File: config.mk
export PLATFORM = sky130hd
export DESIGN_NAME = deadline_drop_packet_queue
export DESIGN_NICKNAME = d
export VERILOG_FILES = /design/src/hdl/ddpq_pkg.sv /design/src/hdl/ddpq_run_ram.sv /design/src/hdl/deadline_drop_packet_queue.sv
export VERILOG_INCLUDE_DIRS = /design/src /design/src/hdl
export SDC_FILE = /design/constraint.sdc
export NUM_CORES = 2
export LEC_CHECK = 0
export BUFFER_PORTS_ARGS = -buffer_cell sky130_fd_sc_hd__buf_2
export CORE_MARGIN = 1
export CORE_UTILIZATION = 40
export CTS_CLUSTER_SIZE = 16
export DETAILED_ROUTE_END_ITERATION = 8
export PLACE_DENSITY = 0.54
export SLEW_MARGIN = 40
export SYNTH_ARGS = -nofsm -noshare
export SYNTH_HDL_FRONTEND = slang
export SYNTH_SLANG_ARGS = --single-unit
export TNS_END_PERCENT = 30
File: constraint.sdc
create_clock -name clk -period 16.5 [get_ports clk]
set_clock_uncertainty 0.15 [all_clocks]
set_input_delay 4.125 -clock clk [delete_from_list [all_inputs] [get_ports clk]]
set_output_delay 4.125 -clock clk [all_outputs]
set_load 0.1 [all_outputs]
File: src/hdl/assert_macros.svh
// ============================================================================
// assertion macros
// clocked property checks with reset disable, used by deadline_drop_packet_queue
// ============================================================================
`ifndef ASSERT_MACROS_SVH
`define ASSERT_MACROS_SVH

`ifndef ASSERT_OFF

// property must hold at every rising clock edge outside reset
`define ASSERT_CLK(lbl, clk, rst, prop, msg) \
  lbl: assert property (@(posedge clk) disable iff (rst) (prop)) else $error(msg);

// condition must never be true outside reset
`define ASSERT_NEVER(lbl, clk, rst, cond, msg) \
  lbl: assert property (@(posedge clk) disable iff (rst) !(cond)) else $error(msg);

`else

`define ASSERT_CLK(lbl, clk, rst, prop, msg)
`define ASSERT_NEVER(lbl, clk, rst, cond, msg)

`endif

`endif

File: src/hdl/ddpq_pkg.sv
// ============================================================================
// ddpq_pkg
// types and constants of the deadline drop packet queue
// ============================================================================
package ddpq_pkg;

  localparam int STAMP_W = 32;
  localparam int COUNT_W = 20;
  localparam int TOTAL_W = 32;

  localparam int RUN_DEPTH_DEFAULT = 64;

  localparam logic [STAMP_W-1:0] DEADLINE_RESET  = 32'd30;
  localparam logic [COUNT_W-1:0] MAX_BATCH_RESET = 20'd1000000;

  // request opcodes
  localparam logic OP_ARRIVAL = 1'b0;
  localparam logic OP_SERVICE = 1'b1;

  // configuration register indexes
  localparam logic CFG_DEADLINE  = 1'b0;
  localparam logic CFG_MAX_BATCH = 1'b1;

  typedef struct packed {
    logic               op;
    logic [STAMP_W-1:0] now_time;
    logic [COUNT_W-1:0] batch_count;
    logic               success;
  } ddpq_in_t;

  typedef struct packed {
    logic [TOTAL_W-1:0] dropped_now;
    logic               sent;
    logic               overflow;
    logic [TOTAL_W-1:0] queue_packets;
    logic [TOTAL_W-1:0] dropped_total;
    logic [TOTAL_W-1:0] sent_total;
  } ddpq_out_t;

endpackage

File: src/hdl/ddpq_run_ram.sv
// ============================================================================
// ddpq_run_ram
// run ring storage: one write port, one read port with registered read data
// ============================================================================
module ddpq_run_ram #(
  parameter int DEPTH = 64,
  parameter int AW    = 6,
  parameter int DW    = 52
) (
  input  logic          clk,
  input  logic          we,
  input  logic [AW-1:0] waddr,
  input  logic [DW-1:0] wdata,
  input  logic [AW-1:0] raddr,
  output logic [DW-1:0] rdata
);

  logic [DW-1:0] mem [DEPTH];

  always_ff @(posedge clk) begin
    if (we) begin
      mem[waddr] <= wdata;
    end
    rdata <= mem[raddr];
  end

endmodule

File: src/hdl/deadline_drop_packet_queue.sv
// ============================================================================
// deadline_drop_packet_queue
// packet queue of (stamp, count) runs that drops runs past their deadline
// ============================================================================
//  channel  | signals                          | direction
//  ---------+----------------------------------+----------
//  in       | in_valid, in_ready, in_data      | request in
//  out      | out_valid, out_ready, out_data   | result out
//  cfg      | cfg_we, cfg_index, cfg_data      | register write
//
//  batch arrival: accept, ring update, result load
//  service slot: accept, ring read, age check, result load; each expired head
//    run repeats the ring read (one registered read) and the age compare
//  in_ready is high only while the sequencer is idle
//  a result waits in the output register; a stalled output holds the
//    sequencer at result load until the register frees
//  synchronous reset clears pointers, counts and out_valid; no clearing pass
// ============================================================================
`include "assert_macros.svh"

module deadline_drop_packet_queue #(
  parameter int RUN_DEPTH = ddpq_pkg::RUN_DEPTH_DEFAULT
) (
  input  logic                 clk,
  input  logic                 rst,
  input  logic                 in_valid,
  output logic                 in_ready,
  input  ddpq_pkg::ddpq_in_t   in_data,
  output logic                 out_valid,
  input  logic                 out_ready,
  output ddpq_pkg::ddpq_out_t  out_data,
  input  logic                 cfg_we,
  input  logic                 cfg_index,
  input  logic [31:0]          cfg_data
);

  import ddpq_pkg::*;

  localparam int IW = $clog2(RUN_DEPTH);
  localparam int CW = $clog2(RUN_DEPTH + 1);
  localparam int DW = STAMP_W + COUNT_W;

  localparam logic [2:0] S_IDLE   = 3'd0;
  localparam logic [2:0] S_ARRIVE = 3'd1;
  localparam logic [2:0] S_READ   = 3'd2;
  localparam logic [2:0] S_CHECK  = 3'd3;
  localparam logic [2:0] S_FINISH = 3'd4;

  function automatic logic [TOTAL_W-1:0] sat_add(input logic [TOTAL_W-1:0] a,
                                                 input logic [TOTAL_W-1:0] b);
    logic [TOTAL_W:0] s;
    s = {1'b0, a} + {1'b0, b};
    return s[TOTAL_W] ? '1 : s[TOTAL_W-1:0];
  endfunction

  function automatic logic [TOTAL_W-1:0] sat_sub(input logic [TOTAL_W-1:0] a,
                                                 input logic [TOTAL_W-1:0] b);
    return (b > a) ? '0 : a - b;
  endfunction

  function automatic logic [IW-1:0] ring_next(input logic [IW-1:0] idx);
    return (idx == IW'(RUN_DEPTH - 1)) ? '0 : idx + 1'b1;
  endfunction

  logic [2:0]         state;
  logic [STAMP_W-1:0] deadline;
  logic [COUNT_W-1:0] max_batch;
  ddpq_in_t           req;

  logic [IW-1:0]      head_index;
  logic [IW-1:0]      tail_index;
  logic [CW-1:0]      runs_used;
  logic [TOTAL_W-1:0] waiting_packets;
  logic [TOTAL_W-1:0] drop_count;
  logic [TOTAL_W-1:0] send_count;

  logic [TOTAL_W-1:0] dropped;
  logic               sent;
  logic               overflow;

  logic               ram_we;
  logic [IW-1:0]      ram_waddr;
  logic [DW-1:0]      ram_wdata;
  logic [DW-1:0]      ram_rdata;

  logic [STAMP_W-1:0] head_stamp;
  logic [COUNT_W-1:0] head_left;
  logic [COUNT_W-1:0] left_dec;
  logic [STAMP_W-1:0] age;
  logic               ring_empty;
  logic               ring_full;
  logic               expired;
  logic [COUNT_W-1:0] capped;
  logic [TOTAL_W-1:0] drop_count_next;
  logic               out_free;

  assign in_ready   = (state == S_IDLE) && !rst;
  assign head_stamp = ram_rdata[DW-1:COUNT_W];
  assign head_left  = ram_rdata[COUNT_W-1:0];
  assign left_dec   = head_left - 1'b1;
  assign age        = req.now_time - head_stamp;
  assign ring_empty = (runs_used == '0);
  assign ring_full  = (runs_used == CW'(RUN_DEPTH));
  assign expired    = !ring_empty && (age > deadline);
  assign capped     = (req.batch_count > max_batch) ? max_batch : req.batch_count;
  assign drop_count_next = sat_add(drop_count, dropped);
  assign out_free   = !out_valid || out_ready;

  // single write port: new run at the tail, or decremented head after a send
  always_comb begin
    ram_we    = 1'b0;
    ram_waddr = tail_index;
    ram_wdata = {req.now_time, capped};
    case (state)
      S_ARRIVE: begin
        ram_we = (capped != '0) && !ring_full;
      end
      S_CHECK: begin
        ram_waddr = head_index;
        ram_wdata = {head_stamp, left_dec};
        ram_we    = !expired && !ring_empty && req.success;
      end
      default: begin
        ram_we = 1'b0;
      end
    endcase
  end

  ddpq_run_ram #(
    .DEPTH (RUN_DEPTH),
    .AW    (IW),
    .DW    (DW)
  ) u_run_ram (
    .clk   (clk),
    .we    (ram_we),
    .waddr (ram_waddr),
    .wdata (ram_wdata),
    .raddr (head_index),
    .rdata (ram_rdata)
  );

  always_ff @(posedge clk) begin
    if (rst) begin
      deadline  <= DEADLINE_RESET;
      max_batch <= MAX_BATCH_RESET;
    end else if (cfg_we) begin
      case (cfg_index)
        CFG_DEADLINE:  deadline  <= cfg_data;
        CFG_MAX_BATCH: max_batch <= cfg_data[COUNT_W-1:0];
        default:       deadline  <= deadline;
      endcase
    end
  end

  always_ff @(posedge clk) begin
    if (rst) begin
      state           <= S_IDLE;
      head_index      <= '0;
      tail_index      <= '0;
      runs_used       <= '0;
      waiting_packets <= '0;
      drop_count      <= '0;
      send_count      <= '0;
      out_valid       <= 1'b0;
    end else begin
      if (state == S_FINISH && out_free) begin
        out_valid <= 1'b1;
      end else if (out_ready) begin
        out_valid <= 1'b0;
      end
      case (state)
        S_IDLE: begin
          if (in_valid) begin
            req      <= in_data;
            dropped  <= '0;
            sent     <= 1'b0;
            overflow <= 1'b0;
            state    <= (in_data.op == OP_ARRIVAL) ? S_ARRIVE : S_READ;
          end
        end
        S_ARRIVE: begin
          if (capped != '0) begin
            if (ring_full) begin
              dropped  <= TOTAL_W'(capped);
              overflow <= 1'b1;
            end else begin
              tail_index      <= ring_next(tail_index);
              runs_used       <= runs_used + 1'b1;
              waiting_packets <= sat_add(waiting_packets, TOTAL_W'(capped));
            end
          end
          state <= S_FINISH;
        end
        S_READ: begin
          // head entry lands in the read register
          state <= S_CHECK;
        end
        S_CHECK: begin
          if (expired) begin
            dropped         <= sat_add(dropped, TOTAL_W'(head_left));
            waiting_packets <= sat_sub(waiting_packets, TOTAL_W'(head_left));
            head_index      <= ring_next(head_index);
            runs_used       <= runs_used - 1'b1;
            state           <= S_READ;
          end else begin
            if (!ring_empty && req.success) begin
              sent            <= 1'b1;
              send_count      <= sat_add(send_count, TOTAL_W'(1));
              waiting_packets <= sat_sub(waiting_packets, TOTAL_W'(1));
              if (left_dec == '0) begin
                head_index <= ring_next(head_index);
                runs_used  <= runs_used - 1'b1;
              end
            end
            state <= S_FINISH;
          end
        end
        S_FINISH: begin
          if (out_free) begin
            drop_count             <= drop_count_next;
            out_data.dropped_now   <= dropped;
            out_data.sent          <= sent;
            out_data.overflow      <= overflow;
            out_data.queue_packets <= waiting_packets;
            out_data.dropped_total <= drop_count_next;
            out_data.sent_total    <= send_count;
            state                  <= S_IDLE;
          end
        end
        default: begin
          state <= S_IDLE;
        end
      endcase
    end
  end

  `ASSERT_NEVER(a_runs_bound, clk, rst, runs_used > CW'(RUN_DEPTH), "run count above ring depth")
  `ASSERT_CLK(a_ptr_match, clk, rst, (head_index == tail_index) |-> (ring_empty || ring_full), "pointers equal with partial ring")
  `ASSERT_CLK(a_busy_after_accept, clk, rst, (in_valid && in_ready) |=> !in_ready, "sequencer idle right after accept")
  `ASSERT_NEVER(a_sent_and_ovf, clk, rst, out_valid && out_data.sent && out_data.overflow, "result both sent and overflow")

endmodule

== Word-level counts from Yosys, hierarchy flattened ==
Memories as Yosys holds them, arrays and structs flattened. A register that Yosys moved wholly into a read port is not among the register bits.
Index checks and enable logic that the tools add are counted.

* Flip-flop bits (word level): 388
* Bits in latches: 0
* Bits in writable memories: 3,328
* ROM bits: 0
* Input bits: 92
* Output and inout bits: 132
* Logic and storage cells: 145
* Memories: 1

{| class="wikitable"
|+ Memories
! name !! words !! width !! read ports !! clocked after Yosys merged registers in !! write ports !! RTL line !! source
|-
| u_run_ram.mem || 64 || 52 || 1 || 1 || 1 || ddpq_run_ram.sv:18 || <nowiki>logic [DW-1:0] mem [DEPTH];</nowiki>
|}

* Add/subtract/negate cells: 12
* $mul: 0
* Div/mod/pow operators: 0
* $lt $le $gt $ge: 4
* Eq/ne operators: 17
* Shift operators: 0
* Mux-type cells: 47
* Bitwise operators: 4
* Reductions and logical operators: 38

{| class="wikitable"
|+ Operator list
! cell !! count
|-
| $mux W32 || 14
|-
| $pmux W32 S3 || 1
|-
| $add A32 B20 Y33 || 2
|-
| $pmux W32 S2 || 1
|-
| $mux W52 || 1
|-
| $mux W6 || 6
|-
| $mux W7 || 5
|-
| $add A32 B1 Y33 const B || 1
|-
| $add A32 B32 Y33 || 1
|-
| $gt A1 B32 Y1 const A || 1
|-
| $gt A20 B32 Y1 || 1
|-
| $gt A32 B32 Y1 || 1
|-
| $sub A32 B1 Y32 const B || 1
|-
| $sub A32 B20 Y32 || 1
|-
| $sub A32 B32 Y32 || 1
|-
| $gt A20 B20 Y1 || 1
|-
| $logic_not A20 Y1 || 1
|-
| $mux W20 || 1
|-
| $reduce_bool A20 Y1 || 1
|-
| $sub A20 B1 Y20 const B || 1
|-
| $ne A2 B2 Y1 const B || 8
|-
| $pmux W3 S5 || 1
|-
| $reduce_and A3 Y1 || 5
|-
| $reduce_and A5 Y1 || 3
|-
| 25 further kinds || 62
|}

== Longest topological paths before layout ==
* Depth after elaboration: 9
* Gate-level depth with buffers: 25
* Mapped depth without buffers: 23

== By module ==
From an unflattened synthesis, not the netlist that was laid out.

* Cell total of the unflattened synthesis: 8,129
* Area, all modules: 151,380.2 um^2

{| class="wikitable"
|+ Modules (own cells, without submodules)
! module !! times used !! cells each !! area an instance (um^2) !! seq. area each (um^2)
|-
| ddpq_run_ram || 1 || 5,410 || 126,924.2 || 100,976.8
|-
| deadline_drop_packet_queue || 1 || 2,719 || 24,456.0 || 9,939.5
|}

== Least setup slack after synthesis ==
No wires, ideal clock.

* Path kind: input to register
* Start point: in rst
* End point: reg out_data[0] (netlist bit), enable pin
* Library setup time: 779 ps
* Arrival: 13,352 ps
* Data required time: 15,571 ps
* Slack: 2,219 ps
* Cell stages on the path: 3
* Path buffers: 2
* Cell sequence: clkbuf_1 buf_1 nor3_1

* Word-level cells in the longest chain between the ends: 2

{| class="wikitable"
|+ RTL lines
! item !! RTL line !! source
|-
| start: declaration || deadline_drop_packet_queue.sv:25 || <nowiki>input logic rst,</nowiki>
|-
| $not A1 Y1 (no source line) || - ||
|-
| $reduce_and A3 Y1 (no source line) || - ||
|-
| end: declaration || deadline_drop_packet_queue.sv:31 || <nowiki>output ddpq_pkg::ddpq_out_t out_data,</nowiki>
|}

No other way between the ends.
A chain may end at the register's enable or synchronous reset.

== Worst setup path in the final report ==
* Start point: in rst
* End point: out in_ready

* Word-level cells in the longest chain between the ends: 2

{| class="wikitable"
|+ RTL lines
! item !! RTL line !! source
|-
| $logic_not A1 Y1 || deadline_drop_packet_queue.sv:97 || <nowiki>assign in_ready = (state == S_IDLE) && !rst;</nowiki>
|-
| $logic_and A1 B1 Y1 || deadline_drop_packet_queue.sv:97 ||
|-
| end: declaration || deadline_drop_packet_queue.sv:27 || <nowiki>output logic in_ready,</nowiki>
|}

No other way between the ends.

==> implementation parameters <==
Parameter                              Value

Setup path
  WS Path Type ... in -> out
  Crit end category ... output port
  Nature of the critical path startpoint ... input port
  Worst setup path start ... rst
  Capture instance of the worst register-to-register path ... u_run_ram.mem[38][47]
  Worst reg2reg startpoint ... req[21]
  Signal arrival time at the worst endpoint ... around 5.3 ns
  Capture point of the worst path ... in_ready
  FF-to-FF path depth ... 26
  Reg-to-reg slack, setup ... roughly 7.5 ns
  Critical path fanouts, max ... 32
  Worst EP required ... 12.23 ns

Synth
  Synthesized area divided by synthesized cell count ... between 20 and 25 um2
  Synth warn ... 0
  Synthesized instance count ... 7552
  Leading register cell type out of synthesis ... edfxtp_1
  Cell types with the highest counts after synthesis ... 3545 x edfxtp_1, 1092 x mux4_2, 300 x nand2_1
  Post-synth EDFFs ... between 3000 and 4000
  Sequential share of the synthesized area ... 0.733
  Most common cell in the netlist ... edfxtp_1
  Yosys reg bits ... 3768
  Asr flop ratio synth ... 0
  Proportion of netlist area held by the largest area contributor ... 0.704
  Cell area after synthesis ... roughly 150000 um2
  Dominant cell type by area after synthesis ... edfxtp_1
  Synth cell types ... 90
  Most area-consuming cells after synthesis ... edfxtp_1 70%, mux4_2 16%, dfxtp_1 3.0%, ha_1 1.5%, a21oi_1 0.90%
  Total nets after synthesis ... between 7000 and 8000

Route
  ANT nets after route ... 0
  Residual DRC ... 0
  Total wirelength of the detailed-routed design ... between 400 and 500 mm
  Avg WL per Cell ... 33.5 um
  DRC violation total after the first TritonRoute iteration ... roughly 9700
  Post-DR vias/cell ... 5.90
  Total number of vias ... ~79000
  TritonRoute pass-1 iters ... 6

Clock tree
  CTS Root Buffer Type ... clkbuf_16
  Clock latency of the later-clocked register in the worst-skew pair ... 0.97 ns
  Post-cts resize count ... 0
  Total clock sinks ... 3768
  Post-CTS Setup Bufs ... 0
  Clock edge transition at the registers on the reported setup and hold paths ... approximately 0.050 ns
  Post-CTS Hold Fix Bufs ... 0
  Deepest clock path buffer count ... 4
  Clock buffers created by TritonCTS ... 399
  CTS tree ... built
  H-tree levels ... 5

Global route
  First-pass GRT wire length ... ~620 mm
  Number of antenna violations at the first check in global routing ... 59
  Maximum number of pins on one net before global-route repair ... 90
  Vias in the first global route ... just under 80000
  GRT Total Usage ... 0.232
  Remaining Overflow, GRT ... 0

Floorplanning
  Core Rows ... 225
  Die boundary height ... 617 um
  Top Ports ... 224
  Die Wd ... slightly above 600 um
  Area of the core ... approximately 380000 um2
  Die Area ... 381000 um2
  Starting density of the core ... 0.402

Timing
  Post-route fraction of the period consumed by the critical path ... 0.577
  Final Slew Violations ... 0
  Post-route worst hold slack ... 0.266 ns
  Final-layout setup total negative slack ... 0 ns
  Final number of hold-violating endpoints ... 0
  Headroom to the max-slew limit ... 0.384
  Clock period minus worst slack ... between 9 and 10 ns
  Highest clock frequency the design can meet ... between 100 and 150 MHz
  Worst-Margin Slew ... 0.924 ns
  Setup violations, final ... 0
  RSZ-0062 raised after global routing ... no

Job
  Max Cap Violations ... 0

Worst hold path
  Classification of the worst-slack hold path ... reg -> reg

Pwr
  VDD IR-drop max ... 0.0000888 V
  Total power density per cell area ... 120 nW/um2
  Pleak ... ~54 nW

Cells and area
  Final standard cell area without fillers ... around 170000 um2
  Area added between synthesis and finish ... 15.1%
  Share of layout cells above drive strength 1 ... 0.277
  Final-stage net count ... between 8000 and 9000

Placement
  Final weighted congestion of routability-driven global placement ... ~0.9
  Cell Area, Placed ... around 160000 um2
  Number of port buffers ... 223
  Detailed placement HPWL ... 289 mm

Outcome
  Status ... complete, no violations
[registers in the layout (all words and copies together), names as in the netlist]
| signal | cells |
|---|---|
| deadline | 32 |
| drop_count | 32 |
| dropped | 32 |
| head_index | 6 |
| max_batch | 20 |
| out_data | 130 |
| out_valid | 1 |
| overflow | 1 |
| req | 53 |
| runs_used | 7 |
| send_count | 32 |
| sent | 1 |
| state | 3 |
| tail_index | 6 |
| u_run_ram.mem | 3328 |
| u_run_ram.rdata | 52 |
| waiting_packets | 32 |
[kinds of logic (layout without fill, tap and decap cells)]
group | after synthesis | in the layout | share of synthesized area
AND/OR/NAND/NOR | 922 | 922 | 0.0290
other | 0 | 24 | 0
flip-flops | 3768 | 3768 | 0.733
XOR/XNOR | 160 | 160 | 0.00926
multiplexers | 1110 | 1110 | 0.164
adder cells (fa/ha/maj) | 192 | 192 | 0.0162
buffers and inverters | 532 | 1354 | 0.0133
AO/OA/AOI/OAI | 868 | 868 | 0.0354
[how the worst min path moves through the flow]
stage | depth (start not counted) | from | slack (ns) | to
CTS | 0 | overflow | 0.27 | out_data[96]
detailed placement | 0 | overflow | 0.26 | out_data[96]
floorplan | 0 | overflow | 0.25 | out_data[96]
global route | 0 | sent | 0.29 | out_data[97]
global placement | 0 | sent | 0.26 | out_data[97]
finish | 0 | overflow | 0.27 | out_data[96]
[per-layer routing]
layer  vias to the layer above  wire (um)  part of all wire  global-route usage
met5                         -         41          0.000092                   0
li1                      32400          -                 -                   -
met2                      3253     211000              0.47               0.368
met4                         6      13600             0.030              0.0672
met3                       592      32100             0.072              0.0337
met1                     42700     191000              0.43               0.336
[metrics by stage]
stage | utilization | power (W) | setup slack [ns] | std cells
2_1_floorplan | - | 0.0116 | 2.22 | 7552
5_1_grt | 0.463 | 0.0215 | 6.88 | 13400
3_5_place_dp | 0.427 | 0.0121 | 6.99 | 12600
6_report | 0.463 | 0.0209 | 6.97 | 13400
3_3_place_gp | 0.425 | 0.0121 | 7.04 | 12600
4_1_cts | 0.462 | 0.0210 | 6.98 | 13400
[worst max-delay path, stage by stage]
cell and delay, ns:
buf_4 0.28, nor4_1 0.34, buf_2 0.50
[placed cells by master, fill, tap and decap left out, types with 33 or more instances in the layout]
master     count
nand4_1       35
xor2_1        64
clkinv_2      71
buf_6         57
a21o_1        65
clkbuf_1      92
nor2_1       172
nor3_1        57
nand3_1       67
mux4_2      1092
o21ai_0      188
a21oi_1      246
edfxtp_1    3545
nor4_1        33
xnor2_1       96
inv_1        161
nand2_1      291
bufinv_16     37
clkinv_1      73
buf_2        222
ha_1         186
dfxtp_1      217
clkbuf_16    408
nor2_4        65
buf_4        124
a31oi_1       64
[final cells by class]
class,instances,area (um2)
Timing Repair Buffer,453,3660
Inverter,164,618
Sequential cell,3768,111000
Tap cell,4994,6250
Clock buffer,513,10700
Fill cell,31500,202000
Antenna cell,24,60.1
Multi-Input combinational cell,3252,39600
Clock inverter,224,2290
[power breakdown]
part           switching (W)  leakage [nW]  internal (W)  total [W]
logic               0.000901          14.2      0.000346    0.00125
clock network        0.00377          6.34       0.00518    0.00895
registers          0.0000699          33.8        0.0106     0.0107
No activity file was read; power rests on OpenSTA's default activity.
